### config.mk
export PLATFORM = sky130hd
export DESIGN_NAME = bpa_word_find
export DESIGN_NICKNAME = d
export VERILOG_FILES = /design/src/sv/bitmap_page_allocator_defines.svh /design/src/sv/bpa_pkg.sv /design/src/sv/bpa_word_find.sv
export SDC_FILE = /design/constraint.sdc
export NUM_CORES = 1
export LEC_CHECK = 0
export ABC_AREA = 1
export BUFFER_PORTS_ARGS = -buffer_cell sky130_fd_sc_hd__buf_2
export CORE_MARGIN = 2
export CORE_UTILIZATION = 62
export DETAILED_ROUTE_END_ITERATION = 10
export PLACE_DENSITY = 0.85
export SLEW_MARGIN = 20
export SYNTH_ARGS = -nofsm -noshare
export SYNTH_HDL_FRONTEND = slang
export SYNTH_SLANG_ARGS = --single-unit
export TNS_END_PERCENT = 5
### constraint.sdc
create_clock -name vclk -period 7.82
set_clock_uncertainty 0.05 [all_clocks]
set_input_delay 0.782 -clock vclk [all_inputs]
set_output_delay 0.782 -clock vclk [all_outputs]
set_load 0.05 [all_outputs]
### src/sv/bitmap_page_allocator_defines.svh
// ---------------------------------------------------------------------------
// Bitmap page allocator assertion macros
// Shared property wrappers for the allocator checks.
// ---------------------------------------------------------------------------
`ifndef BITMAP_PAGE_ALLOCATOR_DEFINES_SVH
`define BITMAP_PAGE_ALLOCATOR_DEFINES_SVH

// condition holds at every edge out of reset
`define BPA_ASSERT(lbl, cond, msg) \
  lbl: assert property (@(posedge clk) disable iff (rst) (cond)) else $error(msg);

// antecedent implies consequent in the same cycle
`define BPA_ASSERT_IMPL(lbl, ante, cons, msg) \
  lbl: assert property (@(posedge clk) disable iff (rst) (ante) |-> (cons)) else $error(msg);

// antecedent implies consequent in the next cycle
`define BPA_ASSERT_NEXT(lbl, ante, cons, msg) \
  lbl: assert property (@(posedge clk) disable iff (rst) (ante) |=> (cons)) else $error(msg);

`endif

### src/sv/bpa_pkg.sv
// ---------------------------------------------------------------------------
// Bitmap page allocator package
// Sizes, request kinds and shared types.
// ---------------------------------------------------------------------------
package bpa_pkg;

  localparam int MAX_PAGES = 65536;
  localparam int WORD_BITS = 32;
  localparam int MAP_WORDS = MAX_PAGES / WORD_BITS;
  localparam int ADDR_W    = $clog2(MAP_WORDS);
  localparam int BIT_W     = $clog2(WORD_BITS);
  localparam int PAGE_W    = 16;
  localparam int CNT_W     = 17;
  localparam int KIND_W    = 2;

  localparam logic [KIND_W-1:0] KIND_ALLOC = 2'd0;
  localparam logic [KIND_W-1:0] KIND_FREE  = 2'd1;
  localparam logic [KIND_W-1:0] KIND_CLAIM = 2'd2;

  typedef logic [WORD_BITS-1:0] word_t;
  typedef logic [PAGE_W-1:0]    page_t;
  typedef logic [CNT_W-1:0]     count_t;
  typedef logic [KIND_W-1:0]    kind_t;

  typedef struct packed {
    logic             found;
    logic [BIT_W-1:0] pos;
    count_t           run_out;
  } find_t;

endpackage

### src/sv/bpa_word_find.sv
// ---------------------------------------------------------------------------
// Bitmap word run finder
// Finds the first window of free pages that ends in one bitmap word,
// given the run carried in from lower words, and the run carried out.
// ---------------------------------------------------------------------------
module bpa_word_find (
  input  bpa_pkg::word_t               avail,
  input  logic [bpa_pkg::BIT_W-1:0]    lo,
  input  bpa_pkg::count_t              run_in,
  input  bpa_pkg::count_t              need,
  output bpa_pkg::find_t               res
);

  localparam int WB = bpa_pkg::WORD_BITS;
  localparam int BW = bpa_pkg::BIT_W;
  localparam int CW = bpa_pkg::CNT_W;

  bpa_pkg::word_t   r [0:BW];
  bpa_pkg::word_t   shifted;
  bpa_pkg::word_t   acc;
  logic [BW:0]      tz;
  logic [BW:0]      lead;
  logic [BW:0]      acc_len;
  logic [BW-1:0]    pos2;
  logic [CW:0]      head_sum;
  logic [CW:0]      pos1;
  logic             case1;
  logic             case2;
  logic             fits_word;

  always_comb begin
    shifted = avail >> lo;
    tz = (BW+1)'(WB);
    for (int i = WB - 1; i >= 0; i--) begin
      if (!shifted[i]) begin
        tz = (BW+1)'(i);
      end
    end
    lead = (BW+1)'(WB);
    for (int i = 0; i < WB; i++) begin
      if (!avail[i]) begin
        lead = (BW+1)'(WB - 1 - i);
      end
    end

    head_sum = {1'b0, run_in} + (CW+1)'(tz);
    case1    = head_sum >= {1'b0, need};
    pos1     = {1'b0, need} - {1'b0, run_in} - (CW+1)'(1) + (CW+1)'(lo);

    r[0] = avail;
    for (int k = 1; k <= BW; k++) begin
      r[k] = r[k-1] & (r[k-1] << (1 << (k - 1)));
    end
    acc     = '1;
    acc_len = '0;
    for (int k = 0; k <= BW; k++) begin
      if (need[k]) begin
        acc     = acc & (r[k] << acc_len);
        acc_len = acc_len + (BW+1)'(1 << k);
      end
    end
    fits_word = need <= CW'(WB);
    case2     = fits_word && (acc != '0);
    pos2  = '0;
    for (int i = WB - 1; i >= 0; i--) begin
      if (acc[i]) begin
        pos2 = BW'(i);
      end
    end

    res.found = case1 || case2;
    res.pos   = case1 ? pos1[BW-1:0] : pos2;
    if (lead == (BW+1)'(WB) - (BW+1)'(lo)) begin
      res.run_out = run_in + CW'(lead);
    end else begin
      res.run_out = CW'(lead);
    end
  end

endmodule

Word level (Yosys, flattened, before mapping)
Cells that the tools add are included.
Word-level totals
  flip-flop bits (word level): 0
  bits of input ports: 71
Operators by class
  add/sub/neg operators: 10
  $lt $le $gt $ge: 2
  equal/unequal tests: 1
  shift-type cells: 6
  muxes and demuxes: 109
  bitwise operators: 10
  reductions and logical operators: 3
Operators with widths (number)
  6-bit 2-to-1 mux: 68
  32-bit bitwise AND: 10
  32-bit 2-to-1 mux: 6
  5-bit 2-to-1 mux: 33
  32-bit by 6-bit left shift with 32-bit output: 5
  32-bit nonzero test: 1
  32-bit by 5-bit right shift with 32-bit output: 1
  17-bit by 6-bit adder with 18-bit output: 1
  18-bit by 17-bit greater-or-equal comparator with 1-bit output: 1
  17-bit by 6-bit adder with 17-bit output: 1
  17-bit by 6-bit <= comparator with 1-bit output, second input constant: 1
  17-bit 2-to-1 mux: 1
  6-bit by 2-bit adder with 6-bit output, second input constant: 1
  6-bit by 3-bit adder with 6-bit output, second input constant: 1
  6-bit by 4-bit adder with 6-bit output, second input constant: 1
  6-bit by 5-bit adder with 6-bit output, second input constant: 1
  6-bit equality test: 1
  6-bit by 5-bit subtractor with 6-bit output, first input constant: 1
  5-bit adder: 1
  5-bit by 1-bit subtractor with 5-bit output, second input constant: 1
  5-bit subtractor: 1
  1-bit logical AND: 1
  1-bit logical OR: 1
  1-bit 2-to-1 mux: 1

Longest topological paths before layout
  depth after elaboration: 45
  mapped depth: 57

Least setup slack after synthesis
Ideal clock, no wire load.
  path kind: input to output
  from: in lo[2] in the netlist's numbering
  to: out res[21] in the netlist's numbering
  data arrival time: 7.004 ns
  data required time: 6.988 ns
  slack: -0.016 ns
  stages on the path: 48
  path buffers: 3
  cell sequence: clkbuf_1 clkbuf_1 buf_1 mux2i_1 o21ai_0 o21ai_0 nand2_1 a21boi_0 nor2_1 nor2_1 nor2_1 nor2_1 nor2_1 nor2_1 nor2_1 nor2_1 o21bai_1 a21oi_1 [12 not listed] nand2_1 inv_1 ha_1 nand2_1 nor2_1 nand4_1 or2_2 o2111ai_1 a21oi_1 nor2_1 o21a_1 o21ai_0 nand2_1 a31oi_1 inv_1 nor4_1 nand3_1 o22ai_1
RTL lines
  from (decl): RTL line bpa_word_find.sv:8  | input logic [bpa_pkg::BIT_W-1:0] lo,
  to (decl): RTL line bpa_word_find.sv:11  | output bpa_pkg::find_t res

==> impl_metrics.yaml <==
layout:
  antenna-diode-count: 0
  clock_buffer_count: 0
  final_cell_count_no_fill: 1648
  fin_util_pct: 71.3
  ff_latch_count: 0
  final_layout_size_suffix_gt1_share_pct: 16.6
  layout.area.seq_sq_um: 0
  area.growth.synth_to_final_pct: 12.7
  nNetsFinal: 1618
global_route:
  groute.layer.met2.usage_pct: 70.1
  first_global_vias: 9223
  groute.layer.met1.usage_pct: 54.6
  globalRouteOverflowTotal: 0
  grt_start_max_net_pins: 66
  global_route_wire_length_before_repair_um: 44600
  gr-usage-all-layers_pct: 42.4
  initial_antenna_violation_count: 0
  met3_usage_in_global_routing_pct: 4.19
  most_heavily_used_metal_layer_in_global_routing: "met2"
power_and_ir_drop:
  static-leakage-power_nw: 4.08
  pwr-share-comb_pct: 100.0
  swShare_pct: 66.6
  max-vdd-ir-drop_uv: 49.8
  total_switching_power_uw: 364
  share_clk_of_total_power_pct: 0
  power.share.sequential_pct: 0
  internal_power_uw: 183
  power_density_mw_per_mm2: 67.1
timing:
  setup_repair_after_global_routing_missed_its_margin: "true"
  setup_total_negative_slack_ns: -0.173
  finalWorstPathRequiredPeriod_ns: 7.91
  period_share_pct: 101
  pins_over_their_slew_limit: 0
  tightestPinTransition_ns: 1.10
  timing.final.setup_violations: 4
  finalHoldViolCount: 0
  max_slew_margin_pct: 26.7
  post-route-worst-setup-slack_ns: -0.0850
  fmax_mhz: 127
place:
  dpl.cell_count: 1643
  detailedPlacementHpwl_um: 22000
  place.port_buffers: 94
  gpl.final_weighted_congestion: 1.09
outcome:
  status: "finished, violations left"
  failed_checks: "negative setup slack"
min_path:
  startpoint_of_the_lowest_slack_hold_path: "run_in[9]"
  hold_class: "input pin to output port"
  holdPathEnd: "res[9]"
  min_delay_path_depth: 3
yosys:
  synthesis.area_sq_mm: 0.00723
  synth_top_family_by_area: "simple AND/OR/NAND/NOR gates"
  synth.top_cell.area_share_pct: 21.9
  netlist.top_cell.by_area: "sky130_fd_sc_hd__nand2_1"
  synthesis.area_per_instance_sq_um: 5.04
  synth_simple_gate_area_share_pct: 44.8
  post_synthesis_cells: 1434
  number_of_synthesis_warnings: 0
  synth_compound_gate_area_share_pct: 28.6
  yosysUniqueCellTypes: 55
  ys_seq_area_share_pct: 0
  mappedNetlistNets: 1545
  synth_xor_xnor_area_share_pct: 4.12
  post_synth_fa_ha_maj_area_fraction_pct: 7.65
  post_synth_main_area_contributors: "sky130_fd_sc_hd__nand2_1, sky130_fd_sc_hd__o21ai_0, sky130_fd_sc_hd__inv_1, sky130_fd_sc_hd__nor2_1, sky130_fd_sc_hd__nand3_1"
  synth_mux_area_share_pct: 2.49
setup_path:
  cp.arrival_ns: 7.07
  critical_path.endpoint_type: "output port"
  critical-path-max-stage-delay_ns: 0.33
  critPathSlowestCell: "sky130_fd_sc_hd__o21ai_0"
  critPathRequiredTime_ns: 6.99
  path_delay_family: "simple AND/OR/NAND/NOR gates"
  worstSetupPathType: "input pin to output port"
  crit_fanout: 28
  timing.critical_path.from_type: "input pin"
  cp.buffers_inverters: 5
  critPathMostFrequentCell: "sky130_fd_sc_hd__nor2_1"
routing:
  drt_pass1_iterations: 7
  vias_per_cell: 6.30
  route.antenna.remaining_nets: 0
  drt_first_iter_violations: 1373
  detailroute.via_count: 10400
  detail_route.wl_per_cell_um: 17.2
  route.final.wire_length_um: 28400
  route.detailed.drc: 0
floorplanning:
  design.core.area_sq_mm: 0.0114
  die_height_um: 112
  floorplan.io_pins: 94
  die-width_um: 112
  initial_standard_cell_utilization_of_the_core_pct: 63.3
  fp-row-count: 39
  floorplan_die_area_sq_mm: 0.0125
clocking:
  hold_buffers: 0
job:
  max_cap_violations: 0
stage by stage:
step                hold slack (ns)  cell area [sq um]  setup WS [ns]  total power [mW]
floorplan                      1.79               7230          0.183             0.348
global placement               1.92               7910          0.148             0.489
detailed placement             1.92               7910        -0.0898             0.496
CTS                            1.92               7910        -0.0197             0.500
global route                   1.95               8150         -0.513             0.593
finish                         1.93               8150        -0.0850             0.547
cell families (layout without fill, tap and decap cells):
kind of cell / after synthesis / count (layout)
xor gates and xnor gates: 34 / 34
and+or+nand+nor: 753 / 753
adders and majority gates: 40 / 40
AOI/OAI and AO/OA: 361 / 361
muxes: 18 / 18
buffers and inverters: 228 / 299
cell usage after synthesis (3+ instances only):
master,number
sky130_fd_sc_hd__xor2_1,24
sky130_fd_sc_hd__o22ai_1,28
sky130_fd_sc_hd__a31oi_1,11
sky130_fd_sc_hd__o211ai_1,8
sky130_fd_sc_hd__buf_4,4
sky130_fd_sc_hd__nand2_1,422
sky130_fd_sc_hd__nor2_1,145
sky130_fd_sc_hd__o2111ai_1,9
sky130_fd_sc_hd__nor2_4,11
sky130_fd_sc_hd__o221ai_1,3
sky130_fd_sc_hd__fa_1,7
sky130_fd_sc_hd__nor3_1,19
sky130_fd_sc_hd__o21a_1,4
sky130_fd_sc_hd__o21bai_1,3
sky130_fd_sc_hd__a31o_2,3
sky130_fd_sc_hd__clkinv_1,6
sky130_fd_sc_hd__inv_2,8
sky130_fd_sc_hd__inv_1,147
sky130_fd_sc_hd__a21oi_1,70
sky130_fd_sc_hd__nor2_2,11
sky130_fd_sc_hd__o31ai_1,4
sky130_fd_sc_hd__ha_1,33
sky130_fd_sc_hd__nor4_1,8
sky130_fd_sc_hd__mux2i_1,18
sky130_fd_sc_hd__and2_1,3
sky130_fd_sc_hd__o21ai_2,8
sky130_fd_sc_hd__nand2_2,27
sky130_fd_sc_hd__xnor2_1,10
sky130_fd_sc_hd__buf_2,21
sky130_fd_sc_hd__a21boi_0,4
sky130_fd_sc_hd__nand4_1,12
sky130_fd_sc_hd__a211oi_1,3
sky130_fd_sc_hd__o21ai_0,163
sky130_fd_sc_hd__clkbuf_1,32
sky130_fd_sc_hd__nand3_1,85
sky130_fd_sc_hd__o21ai_1,24
sky130_fd_sc_hd__buf_1,10
power by group through the flow:
stage	registers [mW]	logic (mW)	clock network (mW)
6_report	0	0.547	0
3_3_place_gp	0	0.489	0
5_1_grt	0	0.593	0
2_1_floorplan	0	0.348	0
3_5_place_dp	0	0.496	0
4_1_cts	0	0.500	0
metal layers:
metal,routed length [um],vias up
li1,-,4943
met1,10700,4572
met2,12900,724
met3,2990,147
met4,1790,0
met5,0,-
how the worst max path moves through the flow:
| stage | start | slack, ns | cells after the start | endpoint |
|---|---|---|---|---|
| floorplan | lo[2] | 0.18 | 45 | res[20] |
| global placement | lo[0] | 0.15 | 52 | res[21] |
| detailed placement | lo[0] | -0.09 | 54 | res[21] |
| CTS | lo[0] | -0.02 | 57 | res[21] |
| global route | avail[30] | -0.51 | 54 | res[21] |
| finish | lo[0] | -0.09 | 48 | res[21] |
worst min-delay path: stages:
cell and delay, ns:
sky130_fd_sc_hd__buf_2 0.14, sky130_fd_sc_hd__a21oi_1 0.07, sky130_fd_sc_hd__buf_2 0.20
final cells by class:
| cell class | count | area, sq um |
|---|---|---|
| inverter | 161 | 608 |
| tap | 143 | 179 |
| timing repair buffer | 138 | 890 |
| multi-input combinational | 1206 | 6470 |
| fill | 1103 | 3270 |
layout by cell type (no fill, tap or decap), types with 10 or more instances in the layout:
cell,instances
sky130_fd_sc_hd__a21oi_1,66
sky130_fd_sc_hd__a31oi_1,10
sky130_fd_sc_hd__buf_2,88
sky130_fd_sc_hd__buf_4,41
sky130_fd_sc_hd__ha_1,32
sky130_fd_sc_hd__inv_1,144
sky130_fd_sc_hd__inv_2,12
sky130_fd_sc_hd__mux2i_1,18
sky130_fd_sc_hd__nand2_1,421
sky130_fd_sc_hd__nand2_2,28
sky130_fd_sc_hd__nand3_1,83
sky130_fd_sc_hd__nand4_1,12
sky130_fd_sc_hd__nor2_1,140
sky130_fd_sc_hd__nor2_2,15
sky130_fd_sc_hd__nor2_4,12
sky130_fd_sc_hd__nor3_1,19
sky130_fd_sc_hd__o21ai_0,138
sky130_fd_sc_hd__o21ai_1,38
sky130_fd_sc_hd__o21ai_2,19
sky130_fd_sc_hd__o22ai_1,26
sky130_fd_sc_hd__xor2_1,24
repair_timing:
action	4_1_cts	5_1_grt
resized for setup	4	77
cloned	0	1
pin swaps	0	10
setup buffers	0	4
endpoints found under the setup margin	3	6
(Power assumes the default switching activity.)
